### src/sv/wwlf_pkg.sv
`timescale 1ns / 1ps

package wwlf_pkg;

    // Word buffer geometry.
    localparam int BUFFER_DEPTH = 64;
    localparam int ADDR_W       = $clog2(BUFFER_DEPTH);
    localparam int LEN_W        = ADDR_W + 1;
    localparam int COL_W        = 6;
    localparam int CMP_W        = (LEN_W > COL_W + 1) ? LEN_W : COL_W + 1;
    localparam int CHAR_W       = 8;

    // Configuration register map.
    localparam int PADDR_W = 3;
    localparam int PDATA_W = 32;
    localparam logic REG_LINE_WIDTH = 1'b0;

    // Line width limits.
    localparam logic [COL_W-1:0] WIDTH_RESET = 6'd20;
    localparam logic [COL_W-1:0] WIDTH_MIN   = 6'd2;
    localparam logic [COL_W-1:0] WIDTH_MAX   = 6'd60;

    // Character codes.
    localparam logic [CHAR_W-1:0] CH_TAB   = 8'h09;
    localparam logic [CHAR_W-1:0] CH_NL    = 8'h0A;
    localparam logic [CHAR_W-1:0] CH_SPACE = 8'h20;
    localparam logic [CHAR_W-1:0] CH_SLASH = 8'h2F;

    typedef enum logic [2:0] {
        ST_IDLE,
        ST_DECODE,
        ST_SEP,
        ST_RD,
        ST_WC,
        ST_NL
    } state_t;

    typedef enum logic [1:0] {
        MODE_PLACE,
        MODE_SPLIT_ALL,
        MODE_SPLIT_ONE
    } mode_t;

    typedef enum logic [1:0] {
        EM_SPACE,
        EM_NL,
        EM_SLASH,
        EM_WORD
    } emit_sel_t;

    typedef enum logic [2:0] {
        FREE_KEEP,
        FREE_DEC,
        FREE_ZERO,
        FREE_FULL,
        FREE_PLACE
    } free_op_t;

    typedef enum logic [1:0] {
        WL_KEEP,
        WL_CLEAR,
        WL_INC,
        WL_FLAG
    } wl_op_t;

    typedef enum logic [1:0] {
        IDX_KEEP,
        IDX_CLEAR,
        IDX_INC
    } idx_op_t;

    // Commands from the controller to the datapath.
    typedef struct packed {
        logic      load_in;
        logic      set_fin;
        logic      word_char;
        logic      set_pws;
        logic      line_reset;
        free_op_t  free_op;
        wl_op_t    wl_op;
        idx_op_t   idx_op;
        logic      ram_re;
        logic      emit;
        emit_sel_t emit_sel;
        logic      emit_last;
        logic      src_in;
    } cmd_t;

    // Status from the datapath to the controller.
    typedef struct packed {
        logic finished;
        logic eoi;
        logic is_nl;
        logic is_blank;
        logic lhc;
        logic pws;
        logic split_mode;
        logic has_word;
        logic fits;
        logic at_start;
        logic split_due;
        logic free_zero;
        logic free_one;
        logic idx_last;
        logic out_free;
    } status_t;

    // Clamp the programmed width into the supported range.
    function automatic logic [COL_W-1:0] eff_width(input logic [COL_W-1:0] lw);
        logic [COL_W-1:0] w;
        w = lw;
        if (lw < WIDTH_MIN)
        begin
            w = WIDTH_MIN;
        end
        else if (lw > WIDTH_MAX)
        begin
            w = WIDTH_MAX;
        end
        return w;
    endfunction

endpackage

### src/sv/wwlf_ram.sv
`timescale 1ns / 1ps

module wwlf_ram #(
    parameter int WIDTH = 8,
    parameter int DEPTH = 64
) (
    input  logic                     clk,
    input  logic                     we,
    input  logic [$clog2(DEPTH)-1:0] waddr,
    input  logic [WIDTH-1:0]         wdata,
    input  logic                     re,
    input  logic [$clog2(DEPTH)-1:0] raddr,
    output logic [WIDTH-1:0]         rdata
);

    logic [WIDTH-1:0] mem_reg [DEPTH];
    logic [WIDTH-1:0] rdata_reg;

    always_ff @(posedge clk)
    begin
        if (we)
        begin
            mem_reg[waddr] <= wdata;
        end
        if (re)
        begin
            rdata_reg <= mem_reg[raddr];
        end
    end

    assign rdata = rdata_reg;

endmodule

### src/sv/wwlf_ctrl.sv
`timescale 1ns / 1ps

module wwlf_ctrl (
    input  logic             clk,
    input  logic             rst_n,
    input  logic             s_tvalid,
    output logic             s_tready,
    input  wwlf_pkg::status_t stat,
    output wwlf_pkg::cmd_t   cmd
);

    wwlf_pkg::state_t state_reg, state_next;
    wwlf_pkg::mode_t  mode_reg, mode_next;
    logic             trail_reg, trail_next;
    logic             sep_nl_reg, sep_nl_next;

    always_ff @(posedge clk or negedge rst_n)
    begin
        if (!rst_n)
        begin
            state_reg  <= wwlf_pkg::ST_IDLE;
            mode_reg   <= wwlf_pkg::MODE_PLACE;
            trail_reg  <= 1'b0;
            sep_nl_reg <= 1'b0;
        end
        else
        begin
            state_reg  <= state_next;
            mode_reg   <= mode_next;
            trail_reg  <= trail_next;
            sep_nl_reg <= sep_nl_next;
        end
    end

    always_comb
    begin
        state_next  = state_reg;
        mode_next   = mode_reg;
        trail_next  = trail_reg;
        sep_nl_next = sep_nl_reg;
        cmd         = '0;
        s_tready    = 1'b0;

        case (state_reg)
            wwlf_pkg::ST_IDLE:
            begin
                s_tready = 1'b1;
                if (s_tvalid)
                begin
                    cmd.load_in = 1'b1;
                    state_next  = wwlf_pkg::ST_DECODE;
                end
            end

            wwlf_pkg::ST_DECODE:
            begin
                state_next = wwlf_pkg::ST_IDLE;
                if (stat.finished)
                begin
                    state_next = wwlf_pkg::ST_IDLE;
                end
                else if (stat.eoi || stat.is_nl || (stat.is_blank && !stat.pws))
                begin
                    // Each of these ends the current word; a buffered word is placed unless the line was empty.
                    if (stat.eoi || (stat.is_nl && !stat.lhc))
                    begin
                        cmd.set_fin = 1'b1;
                    end
                    if (stat.is_blank)
                    begin
                        cmd.set_pws = 1'b1;
                    end
                    if (stat.is_nl && !stat.lhc && !stat.eoi)
                    begin
                        // An empty input line ends the text and touches nothing else.
                        state_next = wwlf_pkg::ST_IDLE;
                    end
                    else
                    begin
                        trail_next = stat.is_nl && !stat.eoi;
                        if (trail_next)
                        begin
                            cmd.line_reset = 1'b1;
                        end
                        if (stat.has_word)
                        begin
                            cmd.free_op = wwlf_pkg::FREE_PLACE;
                            cmd.idx_op  = wwlf_pkg::IDX_CLEAR;
                            mode_next   = wwlf_pkg::MODE_PLACE;
                            sep_nl_next = !stat.fits;
                            if (!stat.fits || !stat.at_start)
                            begin
                                state_next = wwlf_pkg::ST_SEP;
                            end
                            else
                            begin
                                state_next = wwlf_pkg::ST_RD;
                            end
                        end
                        else
                        begin
                            cmd.wl_op  = wwlf_pkg::WL_CLEAR;
                            state_next = trail_next ? wwlf_pkg::ST_NL : wwlf_pkg::ST_IDLE;
                        end
                    end
                end
                else if (!stat.is_blank && !stat.is_nl)
                begin
                    cmd.word_char = 1'b1;
                    if (stat.split_mode)
                    begin
                        mode_next  = wwlf_pkg::MODE_SPLIT_ONE;
                        state_next = wwlf_pkg::ST_WC;
                    end
                    else
                    begin
                        cmd.wl_op = wwlf_pkg::WL_INC;
                        if (stat.split_due)
                        begin
                            mode_next   = wwlf_pkg::MODE_SPLIT_ALL;
                            cmd.idx_op  = wwlf_pkg::IDX_CLEAR;
                            state_next  = wwlf_pkg::ST_RD;
                        end
                    end
                end
            end

            wwlf_pkg::ST_SEP:
            begin
                if (stat.out_free)
                begin
                    cmd.emit     = 1'b1;
                    cmd.emit_sel = sep_nl_reg ? wwlf_pkg::EM_NL : wwlf_pkg::EM_SPACE;
                    state_next   = wwlf_pkg::ST_RD;
                end
            end

            wwlf_pkg::ST_RD:
            begin
                cmd.ram_re = 1'b1;
                state_next = wwlf_pkg::ST_WC;
            end

            wwlf_pkg::ST_WC:
            begin
                cmd.src_in = (mode_reg == wwlf_pkg::MODE_SPLIT_ONE);
                if (stat.out_free)
                begin
                    cmd.emit = 1'b1;
                    if (mode_reg != wwlf_pkg::MODE_PLACE && stat.free_zero)
                    begin
                        cmd.emit_sel = wwlf_pkg::EM_NL;
                        cmd.free_op  = wwlf_pkg::FREE_FULL;
                    end
                    else if (mode_reg != wwlf_pkg::MODE_PLACE && stat.free_one)
                    begin
                        // The slash leaves no column, so a newline follows next.
                        cmd.emit_sel = wwlf_pkg::EM_SLASH;
                        cmd.free_op  = wwlf_pkg::FREE_ZERO;
                    end
                    else
                    begin
                        cmd.emit_sel = wwlf_pkg::EM_WORD;
                        case (mode_reg)
                            wwlf_pkg::MODE_PLACE:
                            begin
                                cmd.emit_last = stat.idx_last && !trail_reg;
                                if (stat.idx_last)
                                begin
                                    cmd.wl_op  = wwlf_pkg::WL_CLEAR;
                                    state_next = trail_reg ? wwlf_pkg::ST_NL
                                                           : wwlf_pkg::ST_IDLE;
                                end
                                else
                                begin
                                    cmd.idx_op = wwlf_pkg::IDX_INC;
                                    state_next = wwlf_pkg::ST_RD;
                                end
                            end
                            wwlf_pkg::MODE_SPLIT_ALL:
                            begin
                                cmd.free_op   = wwlf_pkg::FREE_DEC;
                                cmd.emit_last = stat.idx_last;
                                if (stat.idx_last)
                                begin
                                    cmd.wl_op  = wwlf_pkg::WL_FLAG;
                                    state_next = wwlf_pkg::ST_IDLE;
                                end
                                else
                                begin
                                    cmd.idx_op = wwlf_pkg::IDX_INC;
                                    state_next = wwlf_pkg::ST_RD;
                                end
                            end
                            default:
                            begin
                                cmd.free_op   = wwlf_pkg::FREE_DEC;
                                cmd.emit_last = 1'b1;
                                state_next    = wwlf_pkg::ST_IDLE;
                            end
                        endcase
                    end
                end
            end

            wwlf_pkg::ST_NL:
            begin
                if (stat.out_free)
                begin
                    cmd.emit      = 1'b1;
                    cmd.emit_sel  = wwlf_pkg::EM_NL;
                    cmd.emit_last = 1'b1;
                    cmd.free_op   = wwlf_pkg::FREE_FULL;
                    state_next    = wwlf_pkg::ST_IDLE;
                end
            end

            default:
            begin
                state_next = wwlf_pkg::ST_IDLE;
            end
        endcase
    end

endmodule

### src/sv/wwlf_dpath.sv
`timescale 1ns / 1ps

module wwlf_dpath (
    input  logic                               clk,
    input  logic                               rst_n,
    input  wwlf_pkg::cmd_t                     cmd,
    output wwlf_pkg::status_t                  stat,
    input  logic [wwlf_pkg::CHAR_W-1:0]        in_char,
    input  logic                               in_eoi,
    input  logic                               cfg_we,
    input  logic [wwlf_pkg::COL_W-1:0]         cfg_wdata,
    output logic [wwlf_pkg::COL_W-1:0]         line_width,
    output logic                               out_valid,
    input  logic                               out_ready,
    output logic [wwlf_pkg::CHAR_W-1:0]        out_char,
    output logic                               out_last
);

    localparam int CMP_W = wwlf_pkg::CMP_W;
    localparam int LEN_W = wwlf_pkg::LEN_W;
    localparam int COL_W = wwlf_pkg::COL_W;
    localparam int ADDR_W = wwlf_pkg::ADDR_W;
    localparam int CHAR_W = wwlf_pkg::CHAR_W;

    logic [COL_W-1:0]  lw_reg, lw_next;
    logic [COL_W-1:0]  free_reg, free_next;
    logic [LEN_W-1:0]  wl_reg, wl_next;
    logic [ADDR_W-1:0] idx_reg, idx_next;
    logic              pws_reg, pws_next;
    logic              lhc_reg, lhc_next;
    logic              fin_reg, fin_next;
    logic              out_valid_reg, out_valid_next;
    logic [CHAR_W-1:0] in_char_reg;
    logic              in_eoi_reg;
    logic [CHAR_W-1:0] out_char_reg;
    logic              out_last_reg;

    logic [COL_W-1:0]  w;
    logic [CMP_W-1:0]  w_ext, free_ext, wl_ext, idx_ext, depth_ext, limit;
    logic [CMP_W-1:0]  fit_free, nofit_free, sep_cost;
    logic [COL_W-1:0]  place_free;
    logic [CHAR_W-1:0] ram_rdata, word_char, emit_char;
    logic              ram_we;

    assign w         = wwlf_pkg::eff_width(lw_reg);
    assign w_ext     = CMP_W'(w);
    assign free_ext  = CMP_W'(free_reg);
    assign wl_ext    = CMP_W'(wl_reg);
    assign idx_ext   = CMP_W'(idx_reg);
    assign depth_ext = CMP_W'(wwlf_pkg::BUFFER_DEPTH);
    assign limit     = (w_ext < depth_ext) ? w_ext : depth_ext;

    // Column budget after a buffered word is placed.
    assign sep_cost   = (free_reg == w) ? '0 : CMP_W'(1);
    assign fit_free   = free_ext - sep_cost - wl_ext;
    assign nofit_free = (w_ext > wl_ext) ? (w_ext - wl_ext) : '0;
    assign place_free = stat.fits ? fit_free[COL_W-1:0] : nofit_free[COL_W-1:0];

    always_comb
    begin
        stat            = '0;
        stat.finished   = fin_reg;
        stat.eoi        = in_eoi_reg;
        stat.is_nl      = (in_char_reg == wwlf_pkg::CH_NL);
        stat.is_blank   = (in_char_reg == wwlf_pkg::CH_SPACE)
                          || (in_char_reg == wwlf_pkg::CH_TAB);
        stat.lhc        = lhc_reg;
        stat.pws        = pws_reg;
        stat.split_mode = (wl_reg == LEN_W'(wwlf_pkg::BUFFER_DEPTH));
        stat.has_word   = (wl_reg != '0) && (wl_reg < LEN_W'(wwlf_pkg::BUFFER_DEPTH));
        stat.fits       = (wl_ext < free_ext);
        stat.at_start   = (free_reg == w);
        stat.split_due  = ((wl_ext + CMP_W'(1)) >= limit);
        stat.free_zero  = (free_reg == '0);
        stat.free_one   = (free_reg == COL_W'(1));
        stat.idx_last   = (idx_ext == (wl_ext - CMP_W'(1)));
        stat.out_free   = !out_valid_reg || out_ready;
    end

    assign ram_we = (cmd.wl_op == wwlf_pkg::WL_INC)
                    && (wl_reg < LEN_W'(wwlf_pkg::BUFFER_DEPTH));

    wwlf_ram #(
        .WIDTH (CHAR_W),
        .DEPTH (wwlf_pkg::BUFFER_DEPTH)
    ) u_buf (
        .clk   (clk),
        .we    (ram_we),
        .waddr (wl_reg[ADDR_W-1:0]),
        .wdata (in_char_reg),
        .re    (cmd.ram_re),
        .raddr (idx_reg),
        .rdata (ram_rdata)
    );

    assign word_char = cmd.src_in ? in_char_reg : ram_rdata;

    always_comb
    begin
        case (cmd.emit_sel)
            wwlf_pkg::EM_SPACE: emit_char = wwlf_pkg::CH_SPACE;
            wwlf_pkg::EM_NL:    emit_char = wwlf_pkg::CH_NL;
            wwlf_pkg::EM_SLASH: emit_char = wwlf_pkg::CH_SLASH;
            default:            emit_char = word_char;
        endcase
    end

    always_comb
    begin
        lw_next        = lw_reg;
        free_next      = free_reg;
        wl_next        = wl_reg;
        idx_next       = idx_reg;
        pws_next       = pws_reg;
        lhc_next       = lhc_reg;
        fin_next       = fin_reg;
        out_valid_next = out_valid_reg;

        if (cfg_we)
        begin
            // A new width drops the buffered word and starts a fresh line.
            lw_next   = cfg_wdata;
            free_next = wwlf_pkg::eff_width(cfg_wdata);
            wl_next   = '0;
            pws_next  = 1'b1;
            lhc_next  = 1'b0;
        end
        else
        begin
            if (cmd.set_fin)
            begin
                fin_next = 1'b1;
            end
            if (cmd.word_char)
            begin
                lhc_next = 1'b1;
                pws_next = 1'b0;
            end
            if (cmd.set_pws)
            begin
                pws_next = 1'b1;
            end
            if (cmd.line_reset)
            begin
                pws_next = 1'b1;
                lhc_next = 1'b0;
            end

            case (cmd.free_op)
                wwlf_pkg::FREE_DEC:   free_next = free_reg - COL_W'(1);
                wwlf_pkg::FREE_ZERO:  free_next = '0;
                wwlf_pkg::FREE_FULL:  free_next = w;
                wwlf_pkg::FREE_PLACE: free_next = place_free;
                default:              free_next = free_reg;
            endcase

            case (cmd.wl_op)
                wwlf_pkg::WL_CLEAR: wl_next = '0;
                wwlf_pkg::WL_INC:   wl_next = wl_reg + LEN_W'(1);
                wwlf_pkg::WL_FLAG:  wl_next = LEN_W'(wwlf_pkg::BUFFER_DEPTH);
                default:            wl_next = wl_reg;
            endcase

            case (cmd.idx_op)
                wwlf_pkg::IDX_CLEAR: idx_next = '0;
                wwlf_pkg::IDX_INC:   idx_next = idx_reg + ADDR_W'(1);
                default:             idx_next = idx_reg;
            endcase
        end

        if (cmd.emit)
        begin
            out_valid_next = 1'b1;
        end
        else if (out_ready)
        begin
            out_valid_next = 1'b0;
        end
    end

    always_ff @(posedge clk or negedge rst_n)
    begin
        if (!rst_n)
        begin
            lw_reg        <= wwlf_pkg::WIDTH_RESET;
            free_reg      <= wwlf_pkg::eff_width(wwlf_pkg::WIDTH_RESET);
            wl_reg        <= '0;
            idx_reg       <= '0;
            pws_reg       <= 1'b1;
            lhc_reg       <= 1'b0;
            fin_reg       <= 1'b0;
            out_valid_reg <= 1'b0;
        end
        else
        begin
            lw_reg        <= lw_next;
            free_reg      <= free_next;
            wl_reg        <= wl_next;
            idx_reg       <= idx_next;
            pws_reg       <= pws_next;
            lhc_reg       <= lhc_next;
            fin_reg       <= fin_next;
            out_valid_reg <= out_valid_next;
        end
    end

    always_ff @(posedge clk)
    begin
        if (cmd.load_in)
        begin
            in_char_reg <= in_char;
            in_eoi_reg  <= in_eoi;
        end
        if (cmd.emit)
        begin
            out_char_reg <= emit_char;
            out_last_reg <= cmd.emit_last;
        end
    end

    assign line_width = lw_reg;
    assign out_valid  = out_valid_reg;
    assign out_char   = out_char_reg;
    assign out_last   = out_last_reg;

endmodule

### src/sv/word_wrap_line_folder_top.sv
`timescale 1ns / 1ps

// Word wrap line folder. Text enters one byte per item on the s_ stream and
// leaves folded to the programmed line width on the m_ stream; m_tlast marks
// the final output byte caused by one input item, and s_tlast marks end of
// text. A plain byte is accepted and then decoded. When an item places or
// splits a buffered word, each byte comes out of the word RAM, whose read is
// registered, with a read state followed by an emit state; a stalled m_tready
// holds the emitting states. A new item is taken only after the previous one
// has handed all of its bytes to the output register, while that register may
// still be waiting for the sink. The word RAM needs no clearing pass after
// reset, since only entries written for the current word are read back.
// Register line_width sits at byte address 0 and may only be written while
// the block is idle; writing it drops any buffered word and starts a new
// line, but a text that has already ended stays ended until reset.
module word_wrap_line_folder_top (
    input  logic                          clk,
    input  logic                          rst_n,

    // Input stream.
    input  logic                          s_tvalid,
    output logic                          s_tready,
    input  logic [7:0]                    s_tdata,   // [7:0] in_char
    input  logic                          s_tlast,   // end_of_input

    // Output stream.
    output logic                          m_tvalid,
    input  logic                          m_tready,
    output logic [7:0]                    m_tdata,   // [7:0] out_char
    output logic                          m_tlast,   // last

    // Configuration port.
    input  logic                          psel,
    input  logic                          penable,
    input  logic                          pwrite,
    input  logic [wwlf_pkg::PADDR_W-1:0]  paddr,
    input  logic [wwlf_pkg::PDATA_W-1:0]  pwdata,
    output logic [wwlf_pkg::PDATA_W-1:0]  prdata,
    output logic                          pready
);

    wwlf_pkg::cmd_t    cmd;
    wwlf_pkg::status_t stat;
    logic              cfg_hit;
    logic              cfg_we;
    logic [wwlf_pkg::COL_W-1:0] line_width;

    // The register index is the address divided by four; only index zero
    // exists, so writes elsewhere are dropped and reads return zero.
    assign pready  = 1'b1;
    assign cfg_hit = (paddr[wwlf_pkg::PADDR_W-1] == wwlf_pkg::REG_LINE_WIDTH);
    assign cfg_we  = psel && penable && pwrite && pready && cfg_hit;
    assign prdata  = cfg_hit ? wwlf_pkg::PDATA_W'(line_width) : '0;

    // The controller sequences each item: decode, then any separator, the
    // buffered bytes one read at a time, line breaks, and a closing newline.
    wwlf_ctrl u_ctrl (
        .clk      (clk),
        .rst_n    (rst_n),
        .s_tvalid (s_tvalid),
        .s_tready (s_tready),
        .stat     (stat),
        .cmd      (cmd)
    );

    // The datapath holds the line state, the word RAM and the output register.
    wwlf_dpath u_dpath (
        .clk        (clk),
        .rst_n      (rst_n),
        .cmd        (cmd),
        .stat       (stat),
        .in_char    (s_tdata),
        .in_eoi     (s_tlast),
        .cfg_we     (cfg_we),
        .cfg_wdata  (pwdata[wwlf_pkg::COL_W-1:0]),
        .line_width (line_width),
        .out_valid  (m_tvalid),
        .out_ready  (m_tready),
        .out_char   (m_tdata),
        .out_last   (m_tlast)
    );

endmodule

### config.mk
export PLATFORM = sky130hd
export DESIGN_NAME = word_wrap_line_folder_top
export DESIGN_NICKNAME = d
export VERILOG_FILES = /design/src/sv/wwlf_pkg.sv /design/src/sv/wwlf_ram.sv /design/src/sv/wwlf_ctrl.sv /design/src/sv/wwlf_dpath.sv /design/src/sv/word_wrap_line_folder_top.sv
export SDC_FILE = /design/constraint.sdc
export NUM_CORES = 1
export LEC_CHECK = 0
export BUFFER_PORTS_ARGS = -buffer_cell sky130_fd_sc_hd__buf_2
export CORE_ASPECT_RATIO = 0.9
export CORE_MARGIN = 4
export CORE_UTILIZATION = 50
export CTS_CLUSTER_SIZE = 24
export DETAILED_ROUTE_END_ITERATION = 10
export PLACE_DENSITY = 0.69
export SETUP_SLACK_MARGIN = 0.02
export SYNTH_ARGS = -nofsm -noshare
export SYNTH_HDL_FRONTEND = slang
export SYNTH_SLANG_ARGS = --single-unit
### constraint.sdc
create_clock -name clk -period 4.6 [get_ports clk]
set_clock_uncertainty 0.1 [all_clocks]
set_input_delay 0.23 -clock clk [delete_from_list [all_inputs] [get_ports clk]]
set_output_delay 0.23 -clock clk [all_outputs]
set_load 0.1 [all_outputs]
# ---- Word-level counts from Yosys, hierarchy flattened
# Memory sizes are Yosys's and may differ from the RTL's. A register that Yosys moved wholly into a read port is not among the register bits.
# Cells that the tools add are included.
# W data, S select, Z words.
dict set report totals {
  regBits 54
  mem_bits_rw 512
  wordCells 217
  memories 1
}
dict set report op_classes {
  addsub 7
  n_lt_le_gt_ge 9
  eq_ne 33
  mux 99
  bitwise_logic 4
  n_reduce_logical 48
}
# name words word_bits read_ports rd_ports_with_merged_regs wr line
set memory_table {}
lappend memory_table {u_dpath.u_buf.mem_reg 64 8 1 1 1 wwlf_ram.sv:16} ;# logic [WIDTH-1:0] mem_reg [DEPTH];
# cell n
set ops {}
lappend ops {{$mux W3} 19}
lappend ops {{$mux W6} 8}
lappend ops {{$mux W1} 33}
lappend ops {{$mux W4} 8}
lappend ops {{$mux W2} 12}
lappend ops {{$pmux W6 S4} 1}
lappend ops {{$pmux W8 S3} 1}
lappend ops {{$mux W7} 3}
lappend ops {{$pmux W7 S3} 1}
lappend ops {{$pmux W3 S3} 2}
lappend ops {{$pmux W3 S6} 1}
lappend ops {{$sub A6 B6 Y6} 3}
lappend ops {{$eq A8 B4 Y1 const B} 2}
lappend ops {{$mux W8} 2}
lappend ops {{$ne A2 B2 Y1 const B} 8}
lappend ops {{$pmux W4 S2} 2}
lappend ops {{$logic_and A1 B1 Y1} 13}
lappend ops {{$eq A3 B2 Y1 const B} 4}
lappend ops {{$gt A6 B6 Y1 const B} 2}
lappend ops {{$lt A6 B2 Y1 const B} 2}
lappend ops {{$pmux W6 S2} 1}
lappend ops {{$reduce_and A6 Y1} 2}
lappend ops {{$mux W11} 1}
lappend ops {{$eq A2 B2 Y1 const B} 5}
lappend ops {{other kinds (34)} 64}

# ---- Longest topological paths before layout
# Gate-level depths: netlist of run 1.
dict set report depth {
  depth_word 16
  depth_mapped 15
}

# ---- By module
# A second synthesis of run 1 with hierarchy kept.
dict set report hier_totals {
  cells_unflattened 1524
  hier_area_um2 25070.3
}
# mod instances cells_each area_each_um2
set by_module_without_submodules {}
lappend by_module_without_submodules {wwlf_ram 1 972 20270.7}
lappend by_module_without_submodules {wwlf_dpath 1 410 3714.8}
lappend by_module_without_submodules {wwlf_ctrl 1 106 812.0}
lappend by_module_without_submodules {word_wrap_line_folder_top 1 36 272.8}

# ---- Worst setup path after synthesis of run 1
# No wires, ideal clock.
dict set report synth_timing {
  path_kind {reg2reg}
  from {reg u_dpath.wl_reg[0] (netlist: u_dpath.wl_ext[0])}
  to {mem u_dpath.u_buf.mem_reg[30][0] (enable)}
  arrival_ns 3.668
  required_time_ns 4.130
  setup_slack_ns 0.461
  stages_incl_launch_ff 16
  n_path_buf 2
  period_less_slack_ns 4.139
  path_cell_list {dfrtp_1 > clkbuf_1 > inv_1 > ha_1 > xor2_1 > nand2_1 > a2111oi_0 > and2_1 > nand2_1 > o32ai_1 > ha_1 > clkbuf_1 > nand2_1 > nor2_1 > nand3_1 > nor2_1}
}
dict set report synth_between {
  elab_chain_len 12
  elab_cells_between_ends 23
  cone_classes {add/sub: 1; order compare: 1; eq/ne: 3; mux: 15; reduce/logical: 3}
}
# element line
set synth_lines {}
lappend synth_lines {{from (decl)} wwlf_dpath.sv:27} ;# logic [LEN_W-1:0] wl_reg, wl_next;
lappend synth_lines {{from (signal assigned)} wwlf_dpath.sv:198} ;# wl_reg <= wl_next;
lappend synth_lines {{$sub A7 B1 Y7} wwlf_dpath.sv:76} ;# stat.idx_last = (idx_ext == (wl_ext - CMP_W'(1)));
lappend synth_lines {{$eq A6 B7 Y1} wwlf_dpath.sv:76}
lappend synth_lines {{$mux W2 or $mux W1 (tied branches)} {wwlf_ctrl.sv:184, wwlf_ctrl.sv:168}}
lappend synth_lines {{$pmux W4 S2} wwlf_ctrl.sv:164} ;# case (mode_reg)
lappend synth_lines {{$mux W4} wwlf_ctrl.sv:155} ;# else if (mode_reg != wwlf_pkg::MODE_PLACE && stat.free_one)
lappend synth_lines {{$mux W4} wwlf_ctrl.sv:150} ;# if (mode_reg != wwlf_pkg::MODE_PLACE && stat.free_zero)
lappend synth_lines {{$mux W7} wwlf_ctrl.sv:147} ;# if (stat.out_free)
lappend synth_lines {{$pmux W4 S2} wwlf_ctrl.sv:44} ;# case (state_reg)
lappend synth_lines {{$eq A2 B2 Y1} wwlf_dpath.sv:80} ;# assign ram_we = (cmd.wl_op == wwlf_pkg::WL_INC)
lappend synth_lines {{$logic_and A1 B1 Y1} wwlf_dpath.sv:81} ;# && (wl_reg < LEN_W'(wwlf_pkg::BUFFER_DEPTH));
lappend synth_lines {{$mux W1} wwlf_ram.sv:21} ;# if (we)
lappend synth_lines {{$mux W1 (not written as such)} wwlf_ram.sv:23} ;# mem_reg[waddr] <= wdata;
lappend synth_lines {{to (decl)} wwlf_ram.sv:16}
# Several ways; a longest one is shown, not always the timed one.

# ---- Worst setup path after layout of run 1
dict set report layout_timing {
  from {reg u_dpath.lw_reg[5] (netlist: u_dpath.line_width[5])}
  to {reg u_dpath.idx_reg[5]}
}
dict set report layout_between {
  elab_chain_len 15
  elab_cells_between_ends 18
  cone_classes {order compare: 4; eq/ne: 2; mux: 10; reduce/logical: 2}
}
# element line
set layout_lines {}
lappend layout_lines {{from (decl)} wwlf_dpath.sv:25} ;# logic [COL_W-1:0] lw_reg, lw_next;
lappend layout_lines {{from (signal assigned)} wwlf_dpath.sv:185} ;# lw_reg <= wwlf_pkg::WIDTH_RESET;
lappend layout_lines {{from (signal assigned)} wwlf_dpath.sv:196} ;# lw_reg <= lw_next;
lappend layout_lines {{$gt A6 B6 Y1} wwlf_pkg.sv:116} ;# else if (lw > WIDTH_MAX)
lappend layout_lines {{$mux W6} wwlf_pkg.sv:116}
lappend layout_lines {{$mux W6 (*)} wwlf_pkg.sv:112} ;# if (lw < WIDTH_MIN)
lappend layout_lines {{$lt A6 B7 Y1} wwlf_dpath.sv:51} ;# assign limit = (w_ext < depth_ext) ? w_ext : depth_ext;
lappend layout_lines {{$mux W7 (*)} wwlf_dpath.sv:51}
lappend layout_lines {{$ge A7 B7 Y1 (*)} wwlf_dpath.sv:73} ;# stat.split_due = ((wl_ext + CMP_W'(1)) >= limit);
lappend layout_lines {{$mux W1 (*)} wwlf_ctrl.sv:118} ;# if (stat.split_due)
lappend layout_lines {{$mux W4 (*)} wwlf_ctrl.sv:110} ;# if (stat.split_mode)
lappend layout_lines {{$mux W4 (*)} wwlf_ctrl.sv:107} ;# else if (!stat.is_blank && !stat.is_nl)
lappend layout_lines {{$mux W4 (*)} wwlf_ctrl.sv:62} ;# else if (stat.eoi || stat.is_nl || (stat.is_blank && !stat.pws))
lappend layout_lines {{$mux W11 (*)} wwlf_ctrl.sv:58} ;# if (stat.finished)
lappend layout_lines {{$pmux W4 S2 (*)} wwlf_ctrl.sv:44}
lappend layout_lines {{$eq A2 B1 Y1 or $eq A2 B2 Y1 (tied branches)} wwlf_dpath.sv:164} ;# case (cmd.idx_op)
lappend layout_lines {{$reduce_bool A2 Y1 (no line)} -}
lappend layout_lines {{$reduce_and A2 Y1 (no line)} -}
lappend layout_lines {{to (signal assigned)} wwlf_dpath.sv:199} ;# idx_reg <= idx_next;
lappend layout_lines {{to (decl)} wwlf_dpath.sv:28} ;# logic [ADDR_W-1:0] idx_reg, idx_next;
# Every way passes the cells marked *; elsewhere a longest branch is shown, timed or not.
# A chain may end at the register's enable or synchronous reset.

==> flow_metrics.env, run 1 <==
export IMPL_p_sw_w=0.00337
export IMPL_tns_ns=0
export IMPL_firstDrtPassIters=5
export IMPL_clk_pin_slew_ns=0.06
export IMPL_relSlewSlack=0.400
export IMPL_antenna_found_initial=0
export IMPL_largest_reg_flops=512
export IMPL_async_reset_ff_frac=0.0627
export IMPL_initial_core_util=0.511
export IMPL_post_route_drc_count=0
export IMPL_fin_crit_sh=0.930
export IMPL_setup_viol=0
export IMPL_slew_viol_final=0
export IMPL_hold_viol_final=0
export IMPL_p_leak_nw=9.22
export IMPL_design_power_total_w=0.0125
export IMPL_synth_cell_type_count=75
export IMPL_wl_per_cell_microns=24.7
export IMPL_cts_setup_buffers=0
export IMPL_synthSimpleGateAreaFrac=0.0579
export IMPL_worstMarginPinSlew_ns=0.901
export IMPL_core_sq_um=48300
export IMPL_p_seq_frac=0.500
export IMPL_grt_max_degree=132
export IMPL_clk_path_buf_depth=3
export IMPL_placementRows=76
export IMPL_cp_end_kind="flop"
export IMPL_worstPathMaxFanout=7
export IMPL_grt_overflow_total=0
export IMPL_power_density_nw_per_um2=448
export IMPL_yosys_area_top_type="edfxtp_1"
export IMPL_die_area_sq_um=53000
export IMPL_sw_frac_of_total=0.269
export IMPL_ys_warn_count=0
export IMPL_dpl_cell_area_sq_um=26000
export IMPL_die_h_microns=219
export IMPL_muxShareOfSynthArea=0.150
export IMPL_pwr_share_comb=0.158
export IMPL_crit_arrival_ns=4.69
export IMPL_yosys_area_share_xor_xnor=0.0110
export IMPL_num_vias=13400
export IMPL_synth_seq_cells=574
export IMPL_root_buffer="clkbuf_16"
export IMPL_routed_via_density=6.03
export IMPL_ios=95
export IMPL_synth_cells=1403
export IMPL_finish_utilization=0.577
export IMPL_crit_required_ns=5.01
export IMPL_ant_nets=0
export IMPL_track_usage=0.208
export IMPL_synth_edf_count=538
export IMPL_drive_above_1_share=0.248
export IMPL_finalWeightedCongestion=0.898
export IMPL_max_freq_ghz=0.234
export IMPL_cts_max_level=2
export IMPL_grt_pass1_wl_mm=82.9
export IMPL_avgSynthCellArea_sq_um=17.6
export IMPL_synthFlopType="edfxtp_1"
export IMPL_dp_hpwl_mm=34.3
export IMPL_timing_final_ws_setup_ns=0.321
export IMPL_yosys_area_top_type_share=0.655
export IMPL_p_int_w=0.00914
export IMPL_status="finished, final reports clean"
export IMPL_first_iter_violations=1478
export IMPL_routed_wirelength_mm=54.8
export IMPL_synth_area_leaders="edfxtp_1, mux4_2, dfrtp_1"
export IMPL_cts_sinks=574
export IMPL_stdcell_area_sq_um=27900
export IMPL_setup_worst_path_start_class="flop"
export IMPL_hold_path_class="primary input to flop"
export IMPL_synth_fa_ha_area_frac=0.0210
export IMPL_synth_seq_area_share=0.691
export IMPL_area_growth_pct=13.0
export IMPL_synth_compound_area_share=0.0427
export IMPL_die_w_microns=242
export IMPL_final_nets=1638
export IMPL_grt_pass1_vias=13200
export IMPL_clk_latency_ns=0.61
export IMPL_period_needed_ns=4.28
export IMPL_grt_setup_unrepaired="no"
export IMPL_antennaDiodeCount=0
export IMPL_criticalPathCategory="flop to flop"
export IMPL_cts_buffers=55
export IMPL_cts_tree="built"
export IMPL_port_buffers=39
export IMPL_synth_top_family_by_area="multiplexers"
export IMPL_cap_violations=0
export IMPL_pwr_share_clk=0.343
export IMPL_synth_area_sq_um=24700
export IMPL_post_place_ws_ns=0.333
export IMPL_ir_drop_v=0.000292
-- final timing paths --
kind / from / to / slack [ns] / depth (start not counted)
worst min register to register: u_dpath.line_width[0] / u_dpath.line_width[0] / 0.41 / 2
max in group asynchronous: rst_n / u_dpath.idx_reg[0] / 3.53 / 2
min in group asynchronous: rst_n / u_dpath.line_width[5] / 0.19 / 2
worst max register to register: u_dpath.line_width[5] / u_dpath.idx_reg[5] / 0.32 / 14
worst max-delay path: u_dpath.line_width[5] / u_dpath.idx_reg[5] / 0.32 / 14
worst min-delay path: penable / u_dpath.line_width[0] / 0.13 / 4
-- what timing repair did --
item,CTS,global route
endpoints found under the hold margin,54,0
gates resized for setup,0,2
hold buffers,17,0
endpoints found under the setup margin,0,136
-- worst max-delay path, cell delays in order (launching register included) --
cell and delay (ns):
dfrtp_1 0.49, or3_1 0.44, o311ai_1 0.53, inv_2 0.15, ha_1 0.23, nor2b_1 0.12, o21ai_0 0.14, nand4_1 0.21
a31oi_1 0.28, a21oi_1 0.13, nand2b_1 0.18, ha_1 0.34, nor2_1 0.37, nand2_1 0.20, o31ai_1 0.27
-- power by group through the flow --
stage | logic (W) | clock network (W) | registers, W
after floorplan | 0.00131 | 0 | 0.00647
after global placement | 0.00193 | 0 | 0.00635
after detailed placement | 0.00197 | 0 | 0.00635
after CTS | 0.00199 | 0.00437 | 0.00624
after global routing | 0.00216 | 0.00460 | 0.00626
final | 0.00197 | 0.00429 | 0.00625
-- cells in the final DEF (no fill, tap or decap), types with 32 or more instances in the layout --
master     netlist  final
a21oi_1         36     36
buf_2           11     39
buf_4           30     99
clkbuf_16        0     56
edfxtp_1       538    538
ha_1            35     35
inv_1           35     35
mux4_2         160    160
nand2_1         67     66
nand3_1         32     32
nor2_1         114    114
-- Yosys cell counts, drive strengths merged (5+ instances only) --
| master | n |
|---|---|
| xnor2 | 16 |
| nand2b | 9 |
| inv | 36 |
| dfrtp | 31 |
| o22ai | 6 |
| buf | 56 |
| mux4 | 160 |
| o211ai | 6 |
| a221oi | 6 |
| clkbuf | 38 |
| nor2 | 114 |
| a211oi | 5 |
| edfxtp | 538 |
| dfstp | 5 |
| and2 | 7 |
| nand3 | 32 |
| ha | 35 |
| nand4 | 5 |
| o21ai | 31 |
| nor2b | 17 |
| nand2 | 67 |
| a21oi | 37 |
| xor2 | 15 |
| nor3 | 19 |
| a21o | 8 |
| a22oi | 16 |
| mux2i | 9 |
| o31ai | 6 |
| a31oi | 12 |
-- routing by layer --
metal,track usage,up-vias,share of wire
li1,-,5833,-
met4,0.0710,0,0.032
met2,0.317,614,0.46
met5,0,-,0
met1,0.312,6808,0.43
met3,0.0325,96,0.075
-- area by class of cell --
type                       count  area (sq um)
clock buffer                  68          1450
clock inverter                31           240
fill                        3652         20400
inverter                      36           135
multi-input combinational    724          7070
sequential                   574         17100
tap                          624           781
timing repair buffer         157          1150
-- metrics by stage --
stage	hold slack [ns]	cells
after floorplan	-0.166	1428
after global placement	0.301	2098
after detailed placement	0.305	2098
after CTS	0.0910	2214
after global routing	0.168	2214
final	0.126	2214
-- cells by family after synthesis --
logic type,count (synthesis)
flip-flops,574
AND/OR/NAND/NOR,300
multiplexers,169
AO/OA/AOI/OAI,158
buffers and inverters,130
adder cells (fa/ha/maj),39
XOR/XNOR,31
other,2
(Power assumes the default switching activity.)
==> run 2, diff against run 1 <==
--- a/config.mk
+++ b/config.mk
@@ -5,13 +5,14 @@
 export SDC_FILE = /design/constraint.sdc
 export NUM_CORES = 1
 export LEC_CHECK = 0
-export BUFFER_PORTS_ARGS = -buffer_cell sky130_fd_sc_hd__buf_2
+export CAP_MARGIN = 0
 export CORE_ASPECT_RATIO = 0.9
 export CORE_MARGIN = 4
 export CORE_UTILIZATION = 50
 export CTS_CLUSTER_SIZE = 24
 export DETAILED_ROUTE_END_ITERATION = 10
-export PLACE_DENSITY = 0.69
+export DONT_BUFFER_PORTS = 1
+export PLACE_DENSITY = 0.67
 export SETUP_SLACK_MARGIN = 0.02
 export SYNTH_ARGS = -nofsm -noshare
 export SYNTH_HDL_FRONTEND = slang
==> constraint.sdc (replaced) <==
create_clock -name clk -period 4.6 [get_ports clk]
set_clock_uncertainty 0.1 [all_clocks]
set_input_delay 0.23 -clock clk [delete_from_list [all_inputs] [get_ports clk]]
set_output_delay 0.23 -clock clk [all_outputs]
set_load 0.05 [all_outputs]
==> run 2 against run 1 <==
Against the previous run: first-iteration DRC count down 4.7%; routed wire length up 1.3%; critical path depth up 1; critical path type unchanged; largest cell class unchanged; highest routed layer unchanged.
==> flow_metrics.env, run 2 (same netlist as run 1, synthesis figures left out) <==
export IMPL_cts_max_level=2
export IMPL_hold_path_class="primary input to flop"
export IMPL_num_vias=13200
export IMPL_cap_violations=0
export IMPL_dp_hpwl_mm=34.3
export IMPL_grt_overflow_total=0
export IMPL_period_needed_ns=4.42
export IMPL_ir_drop_v=0.000252
export IMPL_layout_common_cells="edfxtp_1, mux4_2, nor2_1"
export IMPL_hold_path_startpoint="penable"
export IMPL_post_place_ws_ns=0.284
export IMPL_clk_pin_slew_ns=0.06
export IMPL_antennaDiodeCount=0
export IMPL_r2r_cells=15
export IMPL_timing_final_ws_setup_ns=0.183
export IMPL_first_iter_violations=1408
export IMPL_worstPathMaxFanout=10
export IMPL_port_buffers=0
export IMPL_track_usage=0.212
export IMPL_core_sq_um=48300
export IMPL_largest_reg_flops=512
export IMPL_hold_viol_final=0
export IMPL_fin_crit_sh=0.960
export IMPL_cts_setup_buffers=0
export IMPL_finalWeightedCongestion=0.882
export IMPL_cts_sinks=574
export IMPL_clk_path_buf_depth=3
export IMPL_r2r_start="u_dpath.wl_ext[1]"
export IMPL_relSlewSlack=0.368
export IMPL_p_leak_nw=9.19
export IMPL_area_growth_pct=13.4
export IMPL_cts_tree="built"
export IMPL_power_density_nw_per_um2=458
export IMPL_status="finished, final reports clean"
export IMPL_multi_input_area_sq_um=7080
export IMPL_grt_pass1_vias=13300
export IMPL_dp_cells=2056
export IMPL_slew_viol_final=0
export IMPL_setup_viol=0
export IMPL_fillerInstances=3564
export IMPL_worstMarginPinSlew_ns=0.947
export IMPL_grt_pass1_wl_mm=84.6
export IMPL_regArea_sq_um=17100
export IMPL_crit_arrival_ns=4.63
export IMPL_clk_latency_ns=0.60
export IMPL_drive_above_1_share=0.233
export IMPL_layoutNonFillerInstCount=2185
export IMPL_cp_end_kind="flop"
export IMPL_firstDrtPassIters=5
export IMPL_critPathLaunch="u_dpath.wl_ext[1]"
export IMPL_final_nets=1603
export IMPL_die_area_sq_um=53000
export IMPL_antenna_found_initial=0
export IMPL_routed_wirelength_mm=55.5
export IMPL_placementRows=76
export IMPL_crit_required_ns=4.81
export IMPL_initial_core_util=0.511
export IMPL_grt_setup_unrepaired="yes"
export IMPL_setup_worst_path_start_class="flop"
export IMPL_ant_nets=0
export IMPL_cts_buffers=56
export IMPL_ios=95
export IMPL_die_h_microns=219
export IMPL_die_w_microns=242
export IMPL_wl_per_cell_microns=25.4
export IMPL_mostFrequentLayoutCell="edfxtp_1"
export IMPL_routed_via_density=6.03
export IMPL_hold_path_depth=2
export IMPL_max_freq_ghz=0.226
export IMPL_grt_max_degree=132
export IMPL_post_route_drc_count=0
export IMPL_root_buffer="clkbuf_16"
export IMPL_criticalPathCategory="flop to flop"
[run 2: cell count changes in the layout (fill, tap and decap cells not counted), moves of 3 or more]
cell	before	now
buf_4	99	96
dlygate4sd3_1	17	21
bufinv_16	3	9
buf_2	39	0
[run 2: metrics by stage]
| stage | hold WS, ns | total power, W | utilization | area (sq um) | TNS (ns) |
|---|---|---|---|---|---|
| floorplan | -0.166 | 0.00765 | - | 24800 | 0 |
| global placement | -0.165 | 0.00812 | 0.535 | 25800 | 0 |
| detailed placement | -0.165 | 0.00816 | 0.535 | 25800 | 0 |
| CTS | 0.0214 | 0.0129 | 0.579 | 28000 | 0 |
| global route | 0.0708 | 0.0133 | 0.579 | 28000 | -0.152 |
| finish | 0.0616 | 0.0128 | 0.579 | 28000 | 0 |
[run 2: worst max-delay path: stages (launching register included)]
cell,delay (ns)
dfrtp_1,0.54
inv_1,0.10
ha_1,0.38
xor2_1,0.16
nand2_1,0.06
a2111oi_0,0.47
buf_4,0.21
and2_1,0.17
nand2_1,0.11
o32ai_1,0.21
ha_1,0.27
nand2_1,0.13
nor2_1,0.25
nand2_1,0.46
nor2_1,0.31
buf_4,0.19
[run 2: layout make-up]
type | count | area share
Sequential cell | 574 | 0.610
Timing Repair Buffer | 121 | 0.0361
Tap cell | 624 | 0.0279
Clock buffer | 68 | 0.0532
Multi-Input combinational cell | 724 | 0.253
Clock inverter | 38 | 0.0151
Inverter | 36 | 0.00483
[run 2: worst paths after layout]
kind                                                      to  slack [ns]
worst min-delay path                         u_dpath.fin_reg        0.06
worst max register to register  u_dpath.u_buf.mem_reg[26][4]        0.18
worst max-delay path            u_dpath.u_buf.mem_reg[26][4]        0.18
worst min register to register              u_ctrl.trail_reg        0.45
max in group asynchronous                 u_dpath.idx_reg[0]        3.48
min in group asynchronous                  u_ctrl.sep_nl_reg        0.55
[run 2: layer usage]
layer,global-route usage,vias up,wire length (microns)
met2,0.333,468,26200
met5,0,-,0
met3,0.0356,79,3480
met4,0.0546,0,1270
li1,-,5777,-
met1,0.316,6847,24600
[run 2: repair_timing]
action	CTS	global route
hold buffers	23	0
gates resized for setup	0	1
setup endpoints to repair	0	34
hold endpoints to repair	60	0
[run 2: report_power, final]
group	switching, W	total, W	internal (W)
clock	0.00194	0.00474	0.00281
sequential	0.000216	0.00628	0.00607
combinational	0.00113	0.00180	0.000668
total	0.00329	0.0128	0.00954
==> run 3, diff against run 2 <==
--- a/config.mk
+++ b/config.mk
@@ -12,7 +12,7 @@
 export CTS_CLUSTER_SIZE = 24
 export DETAILED_ROUTE_END_ITERATION = 10
 export DONT_BUFFER_PORTS = 1
-export PLACE_DENSITY = 0.67
+export PLACE_DENSITY = 0.73
 export SETUP_SLACK_MARGIN = 0.02
 export SYNTH_ARGS = -nofsm -noshare
 export SYNTH_HDL_FRONTEND = slang
==> run 3 against run 2 <==
Against the previous run: core utilization down 0.62 points; global-route usage down 0.65 points; clock power fell by 9.9%; combinational power is essentially flat; flip-flop and latch count stayed put; critical path depth is the same; register-to-register slack improved by 0.05 ns; sequential share of layout area rose by 0.66 points; routed wire length shrank 2.5%; critical endpoint is now u_dpath.u_buf.mem_reg[24][4].
==> flow_metrics.env, run 3 (same netlist as run 1, synthesis figures left out) <==
export IMPL_hold_viol_final=0
export IMPL_crit_required_ns=4.82
export IMPL_worstPathMaxFanout=10
export IMPL_fillerInstances=3524
export IMPL_firstDrtPassIters=7
export IMPL_clk_path_buf_depth=3
export IMPL_die_h_microns=219
export IMPL_ant_nets=0
export IMPL_routed_wirelength_mm=54.1
export IMPL_regArea_sq_um=17100
export IMPL_cts_buffers=53
export IMPL_fin_crit_sh=0.949
export IMPL_cap_violations=0
export IMPL_root_buffer="clkbuf_16"
export IMPL_finish_utilization=0.573
export IMPL_grt_overflow_total=0
export IMPL_grt_setup_unrepaired="yes"
export IMPL_worstMarginPinSlew_ns=0.931
export IMPL_grt_max_degree=132
export IMPL_crit_slowest_cell="dfrtp_1"
export IMPL_cts_setup_buffers=0
export IMPL_mostFrequentLayoutCell="edfxtp_1"
export IMPL_dp_hpwl_mm=33.4
export IMPL_drive_above_1_share=0.228
export IMPL_cp_end_kind="flop"
export IMPL_antenna_found_initial=0
export IMPL_ios=95
export IMPL_period_needed_ns=4.37
export IMPL_grt_pass1_wl_mm=82.6
export IMPL_port_buffers=0
export IMPL_num_vias=13200
export IMPL_cts_sinks=574
export IMPL_max_freq_ghz=0.229
export IMPL_clk_pin_slew_ns=0.07
export IMPL_crit_arrival_ns=4.58
export IMPL_slew_viol_final=0
export IMPL_grt_pass1_vias=13200
export IMPL_core_sq_um=48300
export IMPL_path_cells="inv_1 -> ha_1 -> xor2_1 -> nand2_1 -> a2111oi_0 -> buf_4 -> and2_1 -> nand2_1 -> o32ai_1 -> ha_1 -> nand2_1 -> nor2_1 -> nand2_1 -> nor2_2 -> buf_4"
export IMPL_power_density_nw_per_um2=446
export IMPL_p_leak_nw=9.05
export IMPL_clk_latency_ns=0.61
export IMPL_relSlewSlack=0.378
export IMPL_wl_per_cell_microns=24.9
export IMPL_post_route_drc_count=0
export IMPL_routed_via_density=6.10
export IMPL_track_usage=0.206
export IMPL_multi_input_area_sq_um=7080
export IMPL_placementRows=76
export IMPL_area_growth_pct=12.2
export IMPL_largest_reg_flops=512
export IMPL_hold_path_class="primary input to asynchronous set/reset pin"
export IMPL_ir_drop_v=0.000311
export IMPL_die_area_sq_um=53000
export IMPL_finalWeightedCongestion=0.889
export IMPL_criticalPathCategory="flop to flop"
export IMPL_first_iter_violations=1374
export IMPL_initial_core_util=0.511
export IMPL_setup_worst_path_start_class="flop"
export IMPL_cts_tree="built"
export IMPL_final_nets=1593
export IMPL_holdWs_ns=0.00965
export IMPL_setup_viol=0
export IMPL_die_w_microns=242
export IMPL_status="finished, final reports clean"
export IMPL_cp_slowest_stage_delay_ns=0.54
export IMPL_tns_ns=0
export IMPL_crit_top_cell="nand2_1"
export IMPL_antennaDiodeCount=0
export IMPL_layout_common_cells="edfxtp_1, mux4_2, nor2_1"
export IMPL_cts_max_level=2
run 3: metrics by stage:
stage	cells	cell area [sq um]	power [W]	setup WS (ns)
after floorplan	1428	24800	0.00765	0.461
after global placement	2052	25800	0.00809	0.435
after detailed placement	2052	25800	0.00815	0.256
after CTS	2170	27700	0.0124	0.236
after global routing	2170	27700	0.0128	-0.0281
final	2170	27700	0.0124	0.233
run 3: power breakdown:
| group | internal (W) | switching (W) | leakage, nW | total [W] |
|---|---|---|---|---|
| Clock | 0.00240 | 0.00187 | 0.829 | 0.00427 |
| Sequential | 0.00607 | 0.000234 | 5.28 | 0.00630 |
| Combinational | 0.000662 | 0.00112 | 2.94 | 0.00178 |
| Total | 0.00913 | 0.00323 | 9.05 | 0.0124 |
run 3: worst paths after layout:
kind / startpoint / end / slack (ns) / cells past startpoint
worst max-delay path: u_dpath.wl_ext[1] / u_dpath.u_buf.mem_reg[24][4] / 0.23 / 15
worst min-delay path: rst_n / u_dpath.idx_reg[4] / 0.01 / 2
worst max register to register: u_dpath.wl_ext[1] / u_dpath.u_buf.mem_reg[24][4] / 0.23 / 15
worst min register to register: u_ctrl.trail_reg / u_ctrl.trail_reg / 0.45 / 2
max in group asynchronous: rst_n / u_dpath.line_width[4] / 4.11 / 2
min in group clk: s_tvalid / u_ctrl.state_reg[2] / 0.05 / 4
run 3: final cells by class:
class	count	share of cell area
timing repair buffer	114	0.0340
multi-input combinational	724	0.256
inverter	36	0.00488
tap	624	0.0282
clock buffer	69	0.0512
clock inverter	29	0.00972
sequential	574	0.617
run 3: timing repair:
action                                  in CTS  in global routing
endpoints found under the setup margin       0                 37
hold buffers                                20                  0
gates resized for setup                      0                  1
endpoints found under the hold margin       60                  0
run 3: layer usage:
| layer | routed length, microns | part of all wire | GRT usage | vias to the layer above |
|---|---|---|---|---|
| met4 | 1650 | 0.030 | 0.0714 | 0 |
| met5 | 0 | 0 | 0 | - |
| met1 | 23000 | 0.42 | 0.306 | 6829 |
| met3 | 4450 | 0.082 | 0.0346 | 90 |
| met2 | 25000 | 0.46 | 0.315 | 585 |
| li1 | - | - | - | 5743 |
run 3: worst max-delay path, delay by kind of cell, from the launching register on:
| family | cells | cell delay, ns |
|---|---|---|
| DFF | 1 | 0.54 |
| AOI/OAI and AO/OA | 2 | 0.72 |
| and+or+nand+nor | 7 | 1.39 |
| adders and majority gates | 2 | 0.63 |
| xor gates and xnor gates | 1 | 0.17 |
| buffers and inverters | 3 | 0.53 |
